File: src/hdl/pmi_pkg.sv
// Shared types and constants for the four-level page map insert block.
package pmi_pkg;

   localparam int VPAGE_W   = 36;
   localparam int FRAME_W   = 40;
   localparam int ENTRY_W   = 52;
   localparam int IDX_W     = 9;
   localparam int FRAME_LSB = 12;
   localparam int LEVEL_W   = 2;

   localparam logic [1:0] ENTRY_FLAGS = 2'b11;
   localparam logic [LEVEL_W-1:0] LEVEL_ROOT = 2'd0;
   localparam logic [LEVEL_W-1:0] LEVEL_L3   = 2'd1;
   localparam logic [LEVEL_W-1:0] LEVEL_L2   = 2'd2;
   localparam logic [LEVEL_W-1:0] LEVEL_LEAF = 2'd3;

   typedef enum logic [2:0] {
      ST_CLEAR,
      ST_IDLE,
      ST_LOOKUP,
      ST_CHECK,
      ST_LEAF,
      ST_DONE
   } pmi_state_type;

   typedef struct packed {
      logic clear;
      logic load_req;
      logic read;
      logic alloc;
      logic follow;
      logic leaf;
      logic fail;
      logic load_rsp;
   } pmi_cmd_type;

   typedef struct packed {
      logic clear_last;
      logic present;
      logic in_pool;
      logic pool_full;
      logic last_upper;
      logic rsp_busy;
   } pmi_status_type;

endpackage

File: src/hdl/pmi_ctrl.sv
// Walk controller: sequences clearing, table lookups, allocation and result hand-off.
module pmi_ctrl (
   input  logic                    clock,
   input  logic                    reset,
   input  logic                    req_valid,
   output logic                    req_stall,
   input  pmi_pkg::pmi_status_type stat,
   output pmi_pkg::pmi_cmd_type    cmd
);

   pmi_pkg::pmi_state_type state_ff;
   pmi_pkg::pmi_state_type state_in;

   always_ff @(posedge clock) begin
      if (reset) begin
         state_ff <= pmi_pkg::ST_CLEAR;
      end else begin
         state_ff <= state_in;
      end
   end

   always_comb begin
      state_in = state_ff;
      case (state_ff)
         pmi_pkg::ST_CLEAR: begin
            if (stat.clear_last) state_in = pmi_pkg::ST_IDLE;
         end
         pmi_pkg::ST_IDLE: begin
            if (req_valid) state_in = pmi_pkg::ST_LOOKUP;
         end
         pmi_pkg::ST_LOOKUP: begin
            state_in = pmi_pkg::ST_CHECK;
         end
         pmi_pkg::ST_CHECK: begin
            if (stat.present ? !stat.in_pool : stat.pool_full) begin
               state_in = pmi_pkg::ST_DONE;
            end else if (stat.last_upper) begin
               state_in = pmi_pkg::ST_LEAF;
            end else begin
               state_in = pmi_pkg::ST_LOOKUP;
            end
         end
         pmi_pkg::ST_LEAF: begin
            state_in = pmi_pkg::ST_DONE;
         end
         pmi_pkg::ST_DONE: begin
            if (!stat.rsp_busy) state_in = pmi_pkg::ST_IDLE;
         end
         default: begin
            state_in = pmi_pkg::ST_CLEAR;
         end
      endcase
   end

   always_comb begin
      cmd       = '0;
      req_stall = 1'b1;
      case (state_ff)
         pmi_pkg::ST_CLEAR: begin
            cmd.clear = 1'b1;
         end
         pmi_pkg::ST_IDLE: begin
            req_stall    = 1'b0;
            cmd.load_req = req_valid;
         end
         pmi_pkg::ST_LOOKUP: begin
            cmd.read = 1'b1;
         end
         pmi_pkg::ST_CHECK: begin
            if (stat.present) begin
               cmd.follow = stat.in_pool;
               cmd.fail   = !stat.in_pool;
            end else begin
               cmd.alloc = !stat.pool_full;
               cmd.fail  = stat.pool_full;
            end
         end
         pmi_pkg::ST_LEAF: begin
            cmd.leaf = 1'b1;
         end
         pmi_pkg::ST_DONE: begin
            cmd.load_rsp = !stat.rsp_busy;
         end
         default: begin
            cmd = '0;
         end
      endcase
   end

endmodule

File: config.mk
export PLATFORM = sky130hd
export DESIGN_NAME = pmi_ctrl
export DESIGN_NICKNAME = d
export VERILOG_FILES = /design/src/hdl/pmi_pkg.sv /design/src/hdl/pmi_ctrl.sv
export SDC_FILE = /design/constraint.sdc
export NUM_CORES = 1
export LEC_CHECK = 0
export BUFFER_PORTS_ARGS = -buffer_cell sky130_fd_sc_hd__buf_2
export CAP_MARGIN = 40
export CORE_AREA = 2 2 39 41
export CTS_CLUSTER_SIZE = 40
export DETAILED_ROUTE_END_ITERATION = 8
export DIE_AREA = 0 0 41 43
export PLACE_DENSITY = 0.55
export REMOVE_ABC_BUFFERS = 1
export SETUP_SLACK_MARGIN = 0.5
export SYNTH_ARGS = -nofsm -noshare
export SYNTH_HDL_FRONTEND = slang
export SYNTH_SLANG_ARGS = --single-unit
File: constraint.sdc
create_clock -name clock -period 2.75 [get_ports clock]
set_input_delay 0.4125 -clock clock [delete_from_list [all_inputs] [get_ports clock]]
set_output_delay 0.4125 -clock clock [all_outputs]
set_load 0.005 [all_outputs]
==> impl_metrics.env, run 1 <==
export IMPL_crit_fanout=10
export IMPL_drive_above_1_share=0.4038
export IMPL_synth_cells=34
export IMPL_nets=62
export IMPL_end_kind="output port"
export IMPL_fin_crit_sh=0.6678
export IMPL_reg_top3="state_ff: 3 flops"
export IMPL_seqCellArea_um2=60.06
export IMPL_ant_nets=0
export IMPL_irDropWorstVdd_mv=0.2221
export IMPL_die_height_um=43
export IMPL_nFillCells=147
export IMPL_syn_area_um2=261.5
export IMPL_cts_tree="done"
export IMPL_clock_latency_ps=240
export IMPL_ys_ff_latch=3
export IMPL_grt_use_total=0.08626
export IMPL_dp_hpwl_um=475.6
export IMPL_crit_path_start_kind="flip-flop"
export IMPL_synth_distinct_cells=22
export IMPL_max_slew_margin_rel=0.8108
export IMPL_multi_input_area_um2=173.9
export IMPL_antenna_found_initial=0
export IMPL_run_status="finished, final reports clean"
export IMPL_ios=18
export IMPL_gr_total_overflow=0
export IMPL_cp_num_cells=4
export IMPL_cts_setup_buffers=0
export IMPL_firstDrtPassIters=4
export IMPL_design_area_um2=369.1
export IMPL_grt_max_degree=11
export IMPL_comb_power_share=0.210
export IMPL_drtIter0Drc=10
export IMPL_tns_ps=0
export IMPL_p_clk_frac=0.469
export IMPL_power_density_nw_per_um2=463.2
export IMPL_slowest_stage="dfxtp_1"
export IMPL_r2r_start="state_ff[0]"
export IMPL_grt_pass1_vias=250
export IMPL_yosysSeqAreaShare=0.2297
export IMPL_power_leakage_uw=0.0001853
export IMPL_htreeDepth=1
export IMPL_cap_violations=0
export IMPL_vias=298
export IMPL_skew_ps=6.477
export IMPL_avgSynthCellArea_um2=7.691
export IMPL_dieArea_um2=1763
export IMPL_ctsHoldBuffers=0
export IMPL_rows=14
export IMPL_wl_per_cell_um=9.118
export IMPL_reg2reg_depth=3
export IMPL_power_switching_share=0.2825
export IMPL_switchingPower_uw=48.29
export IMPL_core_um2=1384
export IMPL_wirelength_um=620
export IMPL_num_antenna_cells=0
export IMPL_drc=0
export IMPL_max_freq_mhz=544.5
export IMPL_cp_arrival_ps=1420
export IMPL_clkSinkCount=3
export IMPL_final_util=0.2667
export IMPL_ys_warn_count=0
export IMPL_hold_ws_ps=422.3
export IMPL_start_util=0.1890
export IMPL_finalPower_uw=171.0
export IMPL_clockBufferDepth=2
export IMPL_top_register="state_ff"
export IMPL_rsz0062_at_grt="false"
export IMPL_finalSetupViolCount=0
export IMPL_via_per_inst=4.382
export IMPL_port_buffers=17
export IMPL_grt_first_pass_wirelength_um=959
export IMPL_layout_min_cycle_time_ps=1836
export IMPL_ctsResizeCount=0
export IMPL_cts_root_buf="clkbuf_4"
export IMPL_crit_buf_inv=1
export IMPL_worstMarginPinSlew_ps=283.5
export IMPL_place_area_um2=342.8
export IMPL_cts_buffers=3
export IMPL_syn2layout_area_growth_pct=41.15
export IMPL_crit_path_start="state_ff[0]"
export IMPL_min_path_type="in -> reg"
export IMPL_hold_depth=2
export IMPL_critPathMaxStageDelay_ps=470
export IMPL_crit_chain="nand2_1, or2_1, o21ba_1, buf_2"
export IMPL_worstHoldStart="reset"
export IMPL_pwr_share_seq=0.321
export IMPL_place_gp_congestion=0.7232
export IMPL_clk_pin_slew_worst_paths_ps=40
export IMPL_crit_type="reg -> out"
export IMPL_hold_viol=0
export IMPL_worstPathRequired_ps=2340
export IMPL_slew_viol_final=0
export IMPL_internal_power_uw=122.7
export IMPL_die_w_um=41
export IMPL_path_delay_family="flip-flops"
export IMPL_largest_register_ff_count=3
[area by class of cell]
type	instances	area share
Multi-Input combinational cell	27	0.4712
Timing Repair Buffer	17	0.2305
Sequential cell	3	0.1627
Clock buffer	4	0.07119
Tap cell	16	0.05424
Inverter	1	0.01017
[power groups by stage]
stage               Combinational, uW  Sequential [uW]  Clock, uW
finish                           35.9             54.9       80.2
CTS                              36.5             54.8       83.9
global route                     41.1             56.4       85.7
floorplan                        20.1             53.7          0
detailed placement               36.3             55.6          0
global placement                 36.3             55.4          0
[per-stage QoR]
stage	instances	setup WS, ps
final	68	913.5
after global routing	68	789.4
after CTS	68	907.6
after detailed placement	64	1165
after global placement	64	1178
after floorplan	31	1347
[final timing paths]
| check | end | slack [ps] |
|---|---|---|
| worst min register to register | state_ff[0] | 610 |
| worst max register to register | state_ff[2] | 1570 |
| worst max-delay path | cmd[1] | 910 |
| worst min-delay path | state_ff[2] | 420 |
[cell usage after synthesis, drive strengths merged]
master,number,share of area
a211oi,1,0.029
a21o,1,0.029
a21oi,1,0.019
buf,3,0.091
dfxtp,3,0.23
inv,1,0.014
nand2,3,0.043
nor2,3,0.043
nor2b,3,0.10
nor3,5,0.096
nor3b,2,0.057
nor4bb,1,0.038
o21a,1,0.029
o21ai,1,0.019
o21ba,1,0.038
o31ai,1,0.029
or2,1,0.024
or3b,1,0.033
or4b,1,0.038
[cells in the final DEF (no fill, tap or decap), drive strengths merged, types with 2 or more instances in the layout]
cell	Yosys	routed
nor3b	2	2
dfxtp	3	3
nor3	5	5
nor2b	3	3
buf	3	17
nor2	3	3
nand2	3	3
clkbuf	0	4
[cell families after synthesis]
logic type | after synthesis | synth area share
simple gates | 20 | 0.4737
compound gates | 7 | 0.1914
flops | 3 | 0.2297
buf+inv | 4 | 0.1052
[layer usage]
| layer | GRT usage | wire length, um | part of all wire |
|---|---|---|---|
| met1 | 0.09936 | 302 | 0.49 |
| met2 | 0.1063 | 259 | 0.42 |
| met3 | 0.06283 | 58 | 0.094 |
| met4 | 0.06000 | 0 | 0 |
| met5 | 0 | 0 | 0 |
Power figures use the tool's default switching activity.
==> run 2: changes to the inputs <==
--- a/config.mk
+++ b/config.mk
@@ -5,13 +5,14 @@
 export SDC_FILE = /design/constraint.sdc
 export NUM_CORES = 1
 export LEC_CHECK = 0
+export ABC_AREA = 1
 export BUFFER_PORTS_ARGS = -buffer_cell sky130_fd_sc_hd__buf_2
 export CAP_MARGIN = 40
 export CORE_AREA = 2 2 39 41
 export CTS_CLUSTER_SIZE = 40
 export DETAILED_ROUTE_END_ITERATION = 8
 export DIE_AREA = 0 0 41 43
-export PLACE_DENSITY = 0.55
+export PLACE_DENSITY = 0.57
 export REMOVE_ABC_BUFFERS = 1
 export SETUP_SLACK_MARGIN = 0.5
 export SYNTH_ARGS = -nofsm -noshare
==> constraint.sdc (replaced) <==
create_clock -name clock -period 1.8 [get_ports clock]
set_input_delay 0.27 -clock clock [delete_from_list [all_inputs] [get_ports clock]]
set_output_delay 0.27 -clock clock [all_outputs]
set_load 0.005 [all_outputs]
==> impl_metrics.env, run 2 <==
export IMPL_run_status="finished, final reports clean"
export IMPL_syn2layout_area_growth_pct=60.34
export IMPL_max_freq_mhz=750.8
export IMPL_worstPathRequired_ps=1530
export IMPL_tns_ps=0
export IMPL_grt_max_degree=8
export IMPL_clock_latency_ps=240
export IMPL_htreeDepth=1
export IMPL_fin_crit_sh=0.7399
export IMPL_rsz0062_at_grt="true"
export IMPL_irDropWorstVdd_mv=0.2273
export IMPL_yosys_area_top_type="dfxtp_1"
export IMPL_port_buffers=17
export IMPL_crit_type="reg -> out"
export IMPL_synth_distinct_cells=15
export IMPL_wl_per_cell_um=8.281
export IMPL_cts_buffers=3
export IMPL_cts_tree="done"
export IMPL_synthTopCellsByCount="inv_1, nand2_1, nand3_1, nor2_1"
export IMPL_reg_top3="state_ff: 3 flops"
export IMPL_worst_slack_ps=468.2
export IMPL_firstDrtPassIters=4
export IMPL_final_cell_mix="buf_2, inv_1, nand2_1, nand3_1, nor2_1"
export IMPL_min_path_type="in -> reg"
export IMPL_cp_arrival_ps=1060
export IMPL_ant_nets=0
export IMPL_crit_fanout=7
export IMPL_final_util=0.3363
export IMPL_core_um2=1384
export IMPL_layout_min_cycle_time_ps=1332
export IMPL_ys_flop_type="dfxtp_1"
export IMPL_drc=0
export IMPL_drive_above_1_share=0.5068
export IMPL_hold_depth=4
export IMPL_max_slew_margin_rel=0.8663
export IMPL_die_height_um=43
export IMPL_grt_use_total=0.09036
export IMPL_yosysSeqAreaShare=0.2069
export IMPL_antenna_found_initial=0
export IMPL_nets=83
export IMPL_ys_ff_latch=3
export IMPL_via_per_inst=4.236
export IMPL_dp_hpwl_um=582.2
export IMPL_clkSinkCount=3
export IMPL_hold_viol=0
export IMPL_skew_ps=1.361
export IMPL_die_w_um=41
export IMPL_largest_register_ff_count=3
export IMPL_crit_path_start_kind="flip-flop"
export IMPL_cts_root_buf="clkbuf_4"
export IMPL_dieArea_um2=1763
export IMPL_syn_area_um2=290.3
export IMPL_vias=377
export IMPL_synth_top_area_frac=0.2069
export IMPL_clk_pin_slew_worst_paths_ps=40
export IMPL_rows=14
export IMPL_synthArstFlopShare=0
export IMPL_place_gp_congestion=0.6767
export IMPL_synth_cells=50
export IMPL_place_area_um2=384.1
export IMPL_power_leakage_uw=0.0002869
export IMPL_power_density_nw_per_um2=722.0
export IMPL_ys_warn_count=0
export IMPL_clockBufferDepth=2
export IMPL_gr_total_overflow=0
export IMPL_design_area_um2=465.4
export IMPL_num_antenna_cells=0
export IMPL_wirelength_um=737
export IMPL_reg2reg_depth=8
export IMPL_final_common_cell="buf_2"
export IMPL_ctsHoldBuffers=0
export IMPL_top_register="state_ff"
export IMPL_finalSetupViolCount=0
export IMPL_grt_pass1_vias=312
export IMPL_yosys_top_cells_area="dfxtp_1, inv_1, nand2_1, nand3_1, nor3_2"
export IMPL_grt_first_pass_wirelength_mm=1.028
export IMPL_drtIter0Drc=4
export IMPL_ios=18
export IMPL_place_worst_setup_slack_ps=529.7
export IMPL_cap_violations=0
export IMPL_synth_edf_count=0
export IMPL_slew_viol_final=0
export IMPL_start_util=0.2098
export IMPL_worstMarginPinSlew_ps=198.7
export IMPL_end_kind="output port"
export IMPL_avgSynthCellArea_um2=5.806
-- run 2: cell types whose count changed after synthesis, moves of 2 or more --
cell	previous run	this run
inv_1	1	11
inv_2	0	2
nand2_1	3	11
nand3_1	0	6
nor2_2	0	3
nor2b_1	2	0
nor3_1	5	2
nor3_2	0	2
nor3b_1	2	0
-- run 2: logic make-up (layout without fill, tap and decap cells) --
group / Yosys count / count (layout) / share of synthesized area
AO/OA/AOI/OAI: 1 / 1 / 0.01722
buffers and inverters: 14 / 37 / 0.2069
flip-flops: 3 / 3 / 0.2069
AND/OR/NAND/NOR: 32 / 32 / 0.5690
-- run 2: where the power goes --
| group | switching [uW] | leakage, uW | total [uW] | internal [uW] |
|---|---|---|---|---|
| logic | 63.0 | 0.000246 | 120 | 56.9 |
| clock network | 36.5 | 0.0000150 | 120 | 83.2 |
| registers | 18.8 | 0.0000264 | 96.5 | 77.8 |
-- run 2: layout make-up --
class                   count  area [um2]
inverters                  13       48.80
well taps                  16       20.02
flip-flops and latches      3       68.82
repair buffers             20       111.4
multi-input cells          33       190.2
fillers                   169       918.4
clock buffers               4       26.28
-- run 2: stage by stage --
step | hold WS, ps | power (uW) | instances
after detailed placement | 547.1 | 191.4 | 82
after global placement | 544.8 | 189.6 | 82
final | 286.2 | 336.0 | 89
after global routing | 317.9 | 362.4 | 89
after CTS | 293.5 | 332.4 | 89
after floorplan | 423.0 | 152.6 | 49
-- run 2: timing repair --
action                                  in CTS  in global routing
pin swaps                                    3                  1
gates resized for setup                     10                  2
buffers inserted                             3                  0
endpoints found under the setup margin       8                  8
-- run 2: path summary, 6_finish.rpt --
path / slack [ps] / startpoint / to
hold / removal: 290 / reset / state_ff[1]
hold reg to reg: 590 / state_ff[0] / state_ff[1]
setup / recovery: 470 / state_ff[1] / cmd[6]
setup reg to reg: 770 / state_ff[0] / state_ff[2]
-- run 2: worst max-delay path: stages (launching register included) --
cell and delay, ps:
dfxtp_4 360, buf_6 120, nor2_4 90, nand2_2 60
nor2_1 70, buf_2 110
-- run 2: per-layer routing --
metal | track usage | up-vias | wire, um | share of wire
met2 | 0.1531 | 13 | 374 | 0.51
met1 | 0.07395 | 159 | 281 | 0.38
met4 | 0.06000 | 0 | 14 | 0.019
li1 | - | 203 | - | -
met5 | 0 | - | 0 | 0
met3 | 0.04712 | 2 | 67 | 0.091
